<file path="src/assert_macros.svh">
// ---------------------------------------------------------------------------
// Assertion macros
// Shared wrappers for concurrent assertions on the block clock.
// ---------------------------------------------------------------------------
`ifndef ASSERT_MACROS_SVH
`define ASSERT_MACROS_SVH

// clocked on i_clk, off while i_rst_n is low
`define KWM_ASSERT(lbl, prop, msg) \
    lbl: assert property (@(posedge i_clk) disable iff (!i_rst_n) prop) else $error(msg);

// clocked on i_clk, checked during reset too
`define KWM_ASSERT_ALWAYS(lbl, prop, msg) \
    lbl: assert property (@(posedge i_clk) prop) else $error(msg);

`endif

</file>
<file path="src/kwm_pkg.sv">
// ---------------------------------------------------------------------------
// kwm_pkg
// Types, codes and defaults shared by the k-way merge heap files.
// ---------------------------------------------------------------------------
`default_nettype none

package kwm_pkg;

    localparam int KWM_MAX_SOURCES = 32;
    localparam int KWM_CNT_W       = $clog2(KWM_MAX_SOURCES + 1);
    localparam int SRC_W           = 5;
    localparam int SOURCE_IDS      = 32;
    localparam int OP_W            = 2;

    localparam logic [OP_W-1:0] OP_LOAD    = 2'd0;
    localparam logic [OP_W-1:0] OP_BUILD   = 2'd1;
    localparam logic [OP_W-1:0] OP_REPLACE = 2'd2;
    localparam logic [OP_W-1:0] OP_REMOVE  = 2'd3;

    typedef logic [SRC_W-1:0] t_src;

    typedef struct packed {
        logic signed [31:0] ref_id;
        logic signed [31:0] position;
    } t_key;

endpackage

`default_nettype wire

</file>
<file path="src/kwm_in_if.sv">
// ---------------------------------------------------------------------------
// kwm_in_if
// Input channel: one heap command per transaction.
// ---------------------------------------------------------------------------
`default_nettype none

interface kwm_in_if;

    logic                        valid;
    logic                        ready;
    logic [kwm_pkg::OP_W-1:0]    op;
    logic [kwm_pkg::SRC_W-1:0]   source_id;
    logic signed [31:0]          ref_id;
    logic signed [31:0]          position;

    modport source (output valid, output op, output source_id, output ref_id,
                    output position, input ready);
    modport sink   (input valid, input op, input source_id, input ref_id,
                    input position, output ready);

endinterface

`default_nettype wire

</file>
<file path="src/kwm_out_if.sv">
// ---------------------------------------------------------------------------
// kwm_out_if
// Output channel: heap top and fill state, one transaction per command.
// ---------------------------------------------------------------------------
`default_nettype none

interface kwm_out_if #(
    parameter int CNT_W = kwm_pkg::KWM_CNT_W
);

    logic                        valid;
    logic                        ready;
    logic [kwm_pkg::SRC_W-1:0]   min_source;
    logic signed [31:0]          min_ref_id;
    logic signed [31:0]          min_position;
    logic [CNT_W-1:0]            entry_count;
    logic                        is_empty;

    modport source (output valid, output min_source, output min_ref_id,
                    output min_position, output entry_count, output is_empty,
                    input ready);
    modport sink   (input valid, input min_source, input min_ref_id,
                    input min_position, input entry_count, input is_empty,
                    output ready);

endinterface

`default_nettype wire

</file>
<file path="src/kwm_key_cmp.sv">
// ---------------------------------------------------------------------------
// kwm_key_cmp
// Shared key comparator: reference id first, then position, both signed.
// ---------------------------------------------------------------------------
`default_nettype none

module kwm_key_cmp (
    input  wire kwm_pkg::t_key i_a,
    input  wire kwm_pkg::t_key i_b,
    output logic               o_greater
);

    logic ref_gt;
    logic ref_eq;
    logic pos_gt;

    assign ref_gt    = (i_a.ref_id > i_b.ref_id);
    assign ref_eq    = (i_a.ref_id == i_b.ref_id);
    assign pos_gt    = (i_a.position > i_b.position);
    assign o_greater = ref_gt || (ref_eq && pos_gt);

endmodule

`default_nettype wire

</file>
<file path="src/kway_merge_min_heap.sv">
// ---------------------------------------------------------------------------
// kway_merge_min_heap
// Binary min-heap of source numbers keyed by (reference id, position).
// ---------------------------------------------------------------------------
// One command is taken at a time; ready is high only while the sequencer is
// idle, and the result waits in an output register so the next command may
// enter before it is taken. A load, a build of fewer than two entries and an
// ignored command go from dispatch through TOP0 to TOP2, which raises the
// result valid as the sequencer returns to idle. Replace-top writes the new
// key of the top source and remove-top moves the last slot to the root; build
// loads each internal node from the last one back to the root. Each then sifts
// down, picking the smaller child where both exist and moving it up while the
// parent key is greater, before TOP0 to TOP2. A result not yet taken holds the
// sequencer in its last state. The step sequence is set by the single read
// port of the slot memory and of the key memory, and by the one key comparator
// shared by the child and parent compares of each level.
// ---------------------------------------------------------------------------
`default_nettype none

`include "assert_macros.svh"

module kway_merge_min_heap #(
    parameter int MAX_SOURCES = kwm_pkg::KWM_MAX_SOURCES
) (
    input  wire       i_clk,
    input  wire       i_rst_n,
    kwm_in_if.sink    i_in,
    kwm_out_if.source o_out
);

    localparam int IDX_W = $clog2(MAX_SOURCES);
    localparam int CNT_W = $clog2(MAX_SOURCES + 1);
    localparam int CH_W  = IDX_W + 2;

    localparam logic [3:0] ST_IDLE  = 4'd0;
    localparam logic [3:0] ST_DISP  = 4'd1;
    localparam logic [3:0] ST_PLD0  = 4'd2;
    localparam logic [3:0] ST_PLD1  = 4'd3;
    localparam logic [3:0] ST_PLD2  = 4'd4;
    localparam logic [3:0] ST_REPL1 = 4'd5;
    localparam logic [3:0] ST_SL    = 4'd6;
    localparam logic [3:0] ST_SR    = 4'd7;
    localparam logic [3:0] ST_KL    = 4'd8;
    localparam logic [3:0] ST_KR    = 4'd9;
    localparam logic [3:0] ST_CP    = 4'd10;
    localparam logic [3:0] ST_FIN   = 4'd11;
    localparam logic [3:0] ST_TOP0  = 4'd12;
    localparam logic [3:0] ST_TOP1  = 4'd13;
    localparam logic [3:0] ST_TOP2  = 4'd14;

    // control
    logic [3:0]               r_state, n_state;
    logic [CNT_W-1:0]         r_len,   n_len;
    logic [IDX_W-1:0]         r_node,  n_node;
    logic [IDX_W-1:0]         r_bld,   n_bld;
    logic                     r_ovalid, n_ovalid;

    // payload
    logic [kwm_pkg::OP_W-1:0] r_op,    n_op;
    kwm_pkg::t_src            r_src,   n_src;
    kwm_pkg::t_key            r_key,   n_key;
    kwm_pkg::t_src            r_psrc,  n_psrc;
    kwm_pkg::t_key            r_pkey,  n_pkey;
    kwm_pkg::t_src            r_lsrc,  n_lsrc;
    kwm_pkg::t_src            r_rsrc,  n_rsrc;
    kwm_pkg::t_src            r_csrc,  n_csrc;
    kwm_pkg::t_key            r_ckey,  n_ckey;
    logic [IDX_W-1:0]         r_cidx,  n_cidx;
    kwm_pkg::t_src            r_tsrc,  n_tsrc;
    kwm_pkg::t_src            r_omin,  n_omin;
    kwm_pkg::t_key            r_okey,  n_okey;
    logic [CNT_W-1:0]         r_ocnt,  n_ocnt;
    logic                     r_oempty, n_oempty;

    // memories
    kwm_pkg::t_src            r_slot_mem [MAX_SOURCES];
    kwm_pkg::t_src            r_slot_rd;
    logic                     slot_we;
    logic [IDX_W-1:0]         slot_waddr;
    kwm_pkg::t_src            slot_wdata;
    logic [IDX_W-1:0]         slot_raddr;

    kwm_pkg::t_key            r_key_mem [kwm_pkg::SOURCE_IDS];
    kwm_pkg::t_key            r_key_rd;
    logic                     key_we;
    kwm_pkg::t_src            key_waddr;
    kwm_pkg::t_key            key_wdata;
    kwm_pkg::t_src            key_raddr;

    // shared comparator
    kwm_pkg::t_key            cmp_a;
    kwm_pkg::t_key            cmp_b;
    logic                     cmp_gt;

    logic [CH_W-1:0]          lc;
    logic [CH_W-1:0]          rc;
    logic [CH_W-1:0]          len_ext;
    logic                     lc_in;
    logic                     rc_in;

    assign lc      = {1'b0, r_node, 1'b1};
    assign rc      = {1'b0, r_node, 1'b0} + CH_W'(2);
    assign len_ext = CH_W'(r_len);
    assign lc_in   = (lc < len_ext);
    assign rc_in   = (rc < len_ext);

    assign cmp_a = (r_state == ST_KR) ? r_ckey : r_pkey;
    assign cmp_b = (r_state == ST_KR) ? r_key_rd : r_ckey;

    kwm_key_cmp u_cmp (
        .i_a       (cmp_a),
        .i_b       (cmp_b),
        .o_greater (cmp_gt)
    );

    always_ff @(posedge i_clk) begin
        if (slot_we) begin
            r_slot_mem[slot_waddr] <= slot_wdata;
        end
        r_slot_rd <= r_slot_mem[slot_raddr];
    end

    always_ff @(posedge i_clk) begin
        if (key_we) begin
            r_key_mem[key_waddr] <= key_wdata;
        end
        r_key_rd <= r_key_mem[key_raddr];
    end

    always_comb begin
        n_state    = r_state;
        n_len      = r_len;
        n_node     = r_node;
        n_bld      = r_bld;
        n_ovalid   = r_ovalid && !o_out.ready;
        n_op       = r_op;
        n_src      = r_src;
        n_key      = r_key;
        n_psrc     = r_psrc;
        n_pkey     = r_pkey;
        n_lsrc     = r_lsrc;
        n_rsrc     = r_rsrc;
        n_csrc     = r_csrc;
        n_ckey     = r_ckey;
        n_cidx     = r_cidx;
        n_tsrc     = r_tsrc;
        n_omin     = r_omin;
        n_okey     = r_okey;
        n_ocnt     = r_ocnt;
        n_oempty   = r_oempty;
        slot_we    = 1'b0;
        slot_waddr = r_node;
        slot_wdata = r_psrc;
        slot_raddr = '0;
        key_we     = 1'b0;
        key_waddr  = r_src;
        key_wdata  = r_key;
        key_raddr  = r_tsrc;

        unique case (r_state)
            ST_IDLE: begin
                if (i_in.valid) begin
                    n_op           = i_in.op;
                    n_src          = i_in.source_id;
                    n_key.ref_id   = i_in.ref_id;
                    n_key.position = i_in.position;
                    n_state        = ST_DISP;
                end
            end
            ST_DISP: begin
                n_node  = '0;
                n_state = ST_TOP0;
                unique case (r_op)
                    kwm_pkg::OP_LOAD: begin
                        if (r_len < CNT_W'(MAX_SOURCES)) begin
                            slot_we    = 1'b1;
                            slot_waddr = IDX_W'(r_len);
                            slot_wdata = r_src;
                            key_we     = 1'b1;
                            n_len      = r_len + CNT_W'(1);
                        end
                    end
                    kwm_pkg::OP_BUILD: begin
                        if (r_len >= CNT_W'(2)) begin
                            n_bld   = IDX_W'((r_len >> 1) - CNT_W'(1));
                            n_node  = IDX_W'((r_len >> 1) - CNT_W'(1));
                            n_state = ST_PLD0;
                        end
                    end
                    kwm_pkg::OP_REPLACE: begin
                        if (r_len != '0) begin
                            slot_raddr = '0;
                            n_state    = ST_REPL1;
                        end
                    end
                    default: begin
                        if (r_len != '0) begin
                            slot_raddr = IDX_W'(r_len - CNT_W'(1));
                            n_len      = r_len - CNT_W'(1);
                            n_state    = ST_PLD1;
                        end
                    end
                endcase
            end
            ST_PLD0: begin
                slot_raddr = r_node;
                n_state    = ST_PLD1;
            end
            ST_PLD1: begin
                n_psrc    = r_slot_rd;
                key_raddr = r_slot_rd;
                n_state   = ST_PLD2;
            end
            ST_PLD2: begin
                n_pkey  = r_key_rd;
                n_state = ST_SL;
            end
            ST_REPL1: begin
                n_psrc    = r_slot_rd;
                key_we    = 1'b1;
                key_waddr = r_slot_rd;
                n_pkey    = r_key;
                n_state   = ST_SL;
            end
            ST_SL: begin
                if (lc_in) begin
                    slot_raddr = IDX_W'(lc);
                    n_state    = ST_SR;
                end else begin
                    n_state = ST_FIN;
                end
            end
            ST_SR: begin
                n_lsrc    = r_slot_rd;
                key_raddr = r_slot_rd;
                if (rc_in) begin
                    slot_raddr = IDX_W'(rc);
                end
                n_state = ST_KL;
            end
            ST_KL: begin
                n_ckey = r_key_rd;
                n_csrc = r_lsrc;
                n_cidx = IDX_W'(lc);
                if (rc_in) begin
                    n_rsrc    = r_slot_rd;
                    key_raddr = r_slot_rd;
                    n_state   = ST_KR;
                end else begin
                    n_state = ST_CP;
                end
            end
            ST_KR: begin
                if (cmp_gt) begin
                    n_ckey = r_key_rd;
                    n_csrc = r_rsrc;
                    n_cidx = IDX_W'(rc);
                end
                n_state = ST_CP;
            end
            ST_CP: begin
                if (cmp_gt) begin
                    slot_we    = 1'b1;
                    slot_waddr = r_node;
                    slot_wdata = r_csrc;
                    n_node     = r_cidx;
                    n_state    = ST_SL;
                end else begin
                    n_state = ST_FIN;
                end
            end
            ST_FIN: begin
                slot_we    = 1'b1;
                slot_waddr = r_node;
                slot_wdata = r_psrc;
                if ((r_op == kwm_pkg::OP_BUILD) && (r_bld != '0)) begin
                    n_bld   = r_bld - IDX_W'(1);
                    n_node  = r_bld - IDX_W'(1);
                    n_state = ST_PLD0;
                end else begin
                    n_state = ST_TOP0;
                end
            end
            ST_TOP0: begin
                slot_raddr = '0;
                n_state    = ST_TOP1;
            end
            ST_TOP1: begin
                n_tsrc    = r_slot_rd;
                key_raddr = r_slot_rd;
                n_state   = ST_TOP2;
            end
            ST_TOP2: begin
                if (!r_ovalid || o_out.ready) begin
                    n_ovalid = 1'b1;
                    n_ocnt   = r_len;
                    if (r_len == '0) begin
                        n_omin   = '0;
                        n_okey   = '0;
                        n_oempty = 1'b1;
                    end else begin
                        n_omin   = r_tsrc;
                        n_okey   = r_key_rd;
                        n_oempty = 1'b0;
                    end
                    n_state = ST_IDLE;
                end
            end
            default: begin
                n_state = ST_IDLE;
            end
        endcase
    end

    always_ff @(posedge i_clk) begin
        if (!i_rst_n) begin
            r_state  <= ST_IDLE;
            r_len    <= '0;
            r_node   <= '0;
            r_bld    <= '0;
            r_ovalid <= 1'b0;
        end else begin
            r_state  <= n_state;
            r_len    <= n_len;
            r_node   <= n_node;
            r_bld    <= n_bld;
            r_ovalid <= n_ovalid;
        end
    end

    always_ff @(posedge i_clk) begin
        r_op     <= n_op;
        r_src    <= n_src;
        r_key    <= n_key;
        r_psrc   <= n_psrc;
        r_pkey   <= n_pkey;
        r_lsrc   <= n_lsrc;
        r_rsrc   <= n_rsrc;
        r_csrc   <= n_csrc;
        r_ckey   <= n_ckey;
        r_cidx   <= n_cidx;
        r_tsrc   <= n_tsrc;
        r_omin   <= n_omin;
        r_okey   <= n_okey;
        r_ocnt   <= n_ocnt;
        r_oempty <= n_oempty;
    end

    assign i_in.ready         = (r_state == ST_IDLE);
    assign o_out.valid        = r_ovalid;
    assign o_out.min_source   = r_omin;
    assign o_out.min_ref_id   = r_okey.ref_id;
    assign o_out.min_position = r_okey.position;
    assign o_out.entry_count  = r_ocnt;
    assign o_out.is_empty     = r_oempty;

    `KWM_ASSERT(a_len_bound, (r_len <= CNT_W'(MAX_SOURCES)), "heap length above capacity")
    `KWM_ASSERT(a_empty_count, (o_out.valid && o_out.is_empty) |-> (o_out.entry_count == '0), "empty flag with non-zero count")
    `KWM_ASSERT(a_node_in_heap, ((r_state == ST_SL) && (r_len != '0)) |-> (CH_W'(r_node) < len_ext), "sift node outside heap")
    `KWM_ASSERT(a_child_below, (r_state == ST_CP) |-> (r_cidx > r_node), "picked child not below node")
    `KWM_ASSERT(a_load_grows, ((r_state == ST_DISP) && (r_op == kwm_pkg::OP_LOAD) && (r_len < CNT_W'(MAX_SOURCES))) |=> (r_len == $past(r_len) + CNT_W'(1)), "load did not grow heap")

endmodule

`default_nettype wire

</file>
<file path="src/flat_wrapper.sv">
// flat-port wrapper written by rule: the top's interface ports become plain ports
module kway_merge_min_heap_flat 
#(
    parameter int MAX_SOURCES = kwm_pkg::KWM_MAX_SOURCES
)
  (i_clk, i_rst_n, i_in_valid, i_in_op, i_in_source_id, i_in_ref_id, i_in_position, i_in_ready, o_out_valid, o_out_min_source, o_out_min_ref_id, o_out_min_position, o_out_entry_count, o_out_is_empty, o_out_ready);
  kwm_in_if i_in_i ();
  kwm_out_if o_out_i ();
  input  wire i_clk;
  input  wire i_rst_n;
  input wire logic [$bits(i_in_i.valid)-1:0] i_in_valid;
  input wire logic [$bits(i_in_i.op)-1:0] i_in_op;
  input wire logic [$bits(i_in_i.source_id)-1:0] i_in_source_id;
  input wire logic [$bits(i_in_i.ref_id)-1:0] i_in_ref_id;
  input wire logic [$bits(i_in_i.position)-1:0] i_in_position;
  output wire logic [$bits(i_in_i.ready)-1:0] i_in_ready;
  output wire logic [$bits(o_out_i.valid)-1:0] o_out_valid;
  output wire logic [$bits(o_out_i.min_source)-1:0] o_out_min_source;
  output wire logic [$bits(o_out_i.min_ref_id)-1:0] o_out_min_ref_id;
  output wire logic [$bits(o_out_i.min_position)-1:0] o_out_min_position;
  output wire logic [$bits(o_out_i.entry_count)-1:0] o_out_entry_count;
  output wire logic [$bits(o_out_i.is_empty)-1:0] o_out_is_empty;
  input wire logic [$bits(o_out_i.ready)-1:0] o_out_ready;
  assign i_in_i.valid = i_in_valid;
  assign i_in_i.op = i_in_op;
  assign i_in_i.source_id = i_in_source_id;
  assign i_in_i.ref_id = i_in_ref_id;
  assign i_in_i.position = i_in_position;
  assign i_in_ready = i_in_i.ready;
  assign o_out_valid = o_out_i.valid;
  assign o_out_min_source = o_out_i.min_source;
  assign o_out_min_ref_id = o_out_i.min_ref_id;
  assign o_out_min_position = o_out_i.min_position;
  assign o_out_entry_count = o_out_i.entry_count;
  assign o_out_is_empty = o_out_i.is_empty;
  assign o_out_i.ready = o_out_ready;
  kway_merge_min_heap #(.MAX_SOURCES(MAX_SOURCES)) u_core (.i_clk(i_clk), .i_rst_n(i_rst_n), .i_in(i_in_i), .o_out(o_out_i));
endmodule
</file>
<file path="config.mk">
export PLATFORM = sky130hd
export DESIGN_NAME = kway_merge_min_heap_flat
export DESIGN_NICKNAME = d
export VERILOG_FILES = /design/src/kwm_pkg.sv /design/src/kwm_in_if.sv /design/src/kwm_out_if.sv /design/src/kwm_key_cmp.sv /design/src/kway_merge_min_heap.sv /design/src/flat_wrapper.sv
export VERILOG_INCLUDE_DIRS = /design/src /design/src/src
export SDC_FILE = /design/constraint.sdc
export NUM_CORES = 2
export LEC_CHECK = 0
export ABC_CLOCK_PERIOD_IN_PS = 5600
export BUFFER_PORTS_ARGS = -buffer_cell sky130_fd_sc_hd__buf_2
export CAP_MARGIN = 20
export CORE_MARGIN = 2
export CORE_UTILIZATION = 57
export DETAILED_ROUTE_END_ITERATION = 8
export PLACE_DENSITY = 0.83
export SYNTH_ARGS = -nofsm -noshare
export SYNTH_HDL_FRONTEND = slang
export SYNTH_HIERARCHICAL = 1
export SYNTH_SLANG_ARGS = --single-unit
</file>
<file path="constraint.sdc">
create_clock -name i_clk -period 5.6 [get_ports i_clk]
set_input_delay 0.28 -clock i_clk [delete_from_list [all_inputs] [get_ports i_clk]]
set_output_delay 0.28 -clock i_clk [all_outputs]
set_load 0.02 [all_outputs]
</file>
==> flow_summary_export.csv <==
group,metric,value,unit
run_status,status,"finished, final reports clean",
sta,slew_violations,0,
grt,grt_start_max_net_pins,152,
final_layout,nFillCells,11800,
yosys,synth_cell_type_count,98,
die,rows,157,
grt,antenna_found_initial,12,
sta,finalSetupTns,0,ps
sta,max_freq,181,MHz
sta,fin_crit_sh,0.989,
yosys,yosysTopAreaCell,"edfxtp_1",
grt,track_usage,0.323,
yosys,synth_fp_nets,8120,
die,core_area,182000,um2
clock_network,cts_tree,"yes",
clock_network,htreeDepth,4,
drt,postRouteAntennaNets,0,
grt,grt-ovfl-total,0,
sta,max_slew.worst_pin.slew,1280,ps
sta,timing_hold_violations_final,0,
yosys,async_reset_ff_frac,0,
setup_path,critPathKind,"flop to flop",
clock_network,cts_made_buffers,239,
sta,hold_slack,99.1,ps
run,maxCapViolations,0,
yosys,synth_ff_type,"edfxtp_1",
yosys,synth.avg_cell_area,13.1,um2
yosys,synth_area,104000,um2
power_and_ir_drop,ir_drop,0.684,mV
drt,drtIter0Drc,12700,
placement,numPlacedInstances,10200,
yosys,synth_area_leaders,"edfxtp_1, nand2_1, nand3_1",
setup_path,arrival,6110,ps
power_and_ir_drop,p_leak,41.0,nW
sta,slew_headroom,0.136,
placement,dp_slack,-11.4,ps
grt,grt_pass1_wl,444000,um
grt,grt_pass1_vias,69700,
drt,first_pass_iters,7,
clock_network,cts_buffer_depth,3,
yosys,synth-seq-area-share,0.741,
final_layout,mostFrequentLayoutCell,"edfxtp_1",
final_layout,finish.utilization,0.647,
placement,dp_hpwl,164000,um
drt,drt_wl_total,307000,um
final_layout,fin_nets,8339,
clock_network,path_clk_slew,80,ps
sta,final-setup-viol-count,0,
worst_hold_path,hold_path.class,"primary input to flop",
die,io_pins,153,
yosys,synth_top_area_frac,0.724,
setup_path,endpoint_kind,"flop",
final_layout,layout_common_cells,"edfxtp_1, nand2_1, nand3_1",
yosys,synth.yosys.warnings,6,
power_and_ir_drop,p_per_area,538,nW/um2
placement,post_dp_cell_area,109000,um2
clock_network,worstSkewPairLatency,900,ps
power_and_ir_drop,p_total,63.5,mW
yosys,syn_inst,7957,
final_layout,area_growth_syn_to_layout,13.3,%
yosys,synth_enable_flop_cells,2513,
yosys,ys_ff_latch,2603,
final_layout,fin_cells,10800,
sta,grt_setup_unrepaired,"no",
sta,finalWorstSetupSlack,61.0,ps
drt,drcViolationCount,0,
clock_network,cts-root-buf,"clkbuf_16",
setup_path,critPathRequiredTime,6170,ps
drt,drt-wirelength-per-cell,28.4,um
die,initial_core_util,0.572,
die,die_area,186000,um2
clock_network,clock-sinks,2603,
drt,avgViaCountPerCell,6.60,
die,die_h,432,um
sta,skew,64.2,ps
die,die_w,432,um
drt,num_vias,71100,
setup_path,startpoint_type,"flop",
sta,min_period,5540,ps
setup_path,worstPathMaxFanout,51,
final_layout,fin_area,118000,um2
final_layout,drive_gt1_frac,0.106,
placement,portBuffers,152,
placement,gp_congestion,0.929,
[worst max-delay path: stages, from the launching register on]
cell       delay (ps)
dfxtp_1           340
nor2_1             70
and3_4            250
inv_6             270
buf_12            310
nand2_1           130
nand2_1           120
inv_1              50
ha_1              290
nand4_1           360
nor4_4            470
nand4_1           280
a2111oi_0         370
o32ai_1           210
a21oi_2           340
buf_4             190
o211a_4           790
buf_12            310
[final cells by class]
type                       instances  area (um2)  area share
tap                             2385        2980      0.0253
sequential                      2603       77300       0.654
antenna                            3        7.51   0.0000635
timing repair buffer             429        4020      0.0340
clock buffer                     306        6520      0.0552
inverter                          96         365     0.00309
clock inverter                   153        1810      0.0153
multi-input combinational       4807       25200       0.213
[power by group]
group	switching [mW]	internal (mW)
Combinational	14.8	5.94
Clock	7.28	9.78
Sequential	1.81	23.9
Total	23.9	39.6
[routing by layer]
| metal | up-vias | wire length, um | share of wire | track usage |
|---|---|---|---|---|
| met5 | - | 47 | 0.00015 | 0 |
| li1 | 29500 | - | - | - |
| met3 | 1309 | 44900 | 0.15 | 0.0822 |
| met2 | 6333 | 140000 | 0.46 | 0.503 |
| met1 | 34000 | 102000 | 0.33 | 0.411 |
| met4 | 8 | 20600 | 0.067 | 0.192 |
[kinds of logic (layout without fill, tap and decap cells)]
group                    after synthesis  count (layout)  synth area share
adder cells (fa/ha/maj)               88              88            0.0106
other                                  0               3                 0
XOR/XNOR                              20              20           0.00168
AND/OR/NAND/NOR                     3448            3448             0.139
multiplexers                         171             171            0.0166
AO/OA/AOI/OAI                       1080            1080            0.0683
flip-flops                          2603            2603             0.741
buffers and inverters                547             984            0.0229
[flip-flops by register name, indices dropped and copies added, names as in the netlist, 6 cells and up]
name,cells
u_core/o_out.min_ref_id,32
u_core/r_pkey,64
u_core/key_wdata,64
u_core/o_out.entry_count,6
u_core/r_key_rd,64
u_core/r_slot_mem,160
u_core/o_out.min_position,32
u_core/r_key_mem,2048
u_core/r_len,6
u_core/r_ckey,64
[cells in the mapped netlist (all sizes together) (23+ instances only)]
cell	number
edfxtp	2513
nand2	2423
nand3	585
a21oi	552
clkbuf	227
buf	224
mux2i	157
nor2	134
a2111oi	114
o21ai	98
inv	95
dfxtp	90
ha	88
and2	77
nand4	77
a211oi	68
and3	67
a22oi	63
a31oi	23
[final timing paths]
kind / cells after the start / to / slack (ps) / from
max: 17 / u_core/r_ckey[62]$_DFFE_PP_ / 60 / u_core/r_state[1]$_SDFFE_PN0P_
min: 2 / u_core/key_wdata[9]$_DFFE_PP_ / 100 / i_in_position[9]
max reg2reg: 17 / u_core/r_ckey[62]$_DFFE_PP_ / 60 / u_core/r_state[1]$_SDFFE_PN0P_
min reg2reg: 0 / u_core/r_ckey[40]$_DFFE_PP_ / 510 / u_core/r_key_rd[40]$_DFF_P_
[what timing repair did]
action,4_1_cts,5_1_grt
setup endpoints to repair,4,350
hold buffers,75,0
endpoints found under the hold margin,92,0
buffers inserted,0,2
resized for setup,1,14
Note: power is estimated with default switching activity, not from simulation.
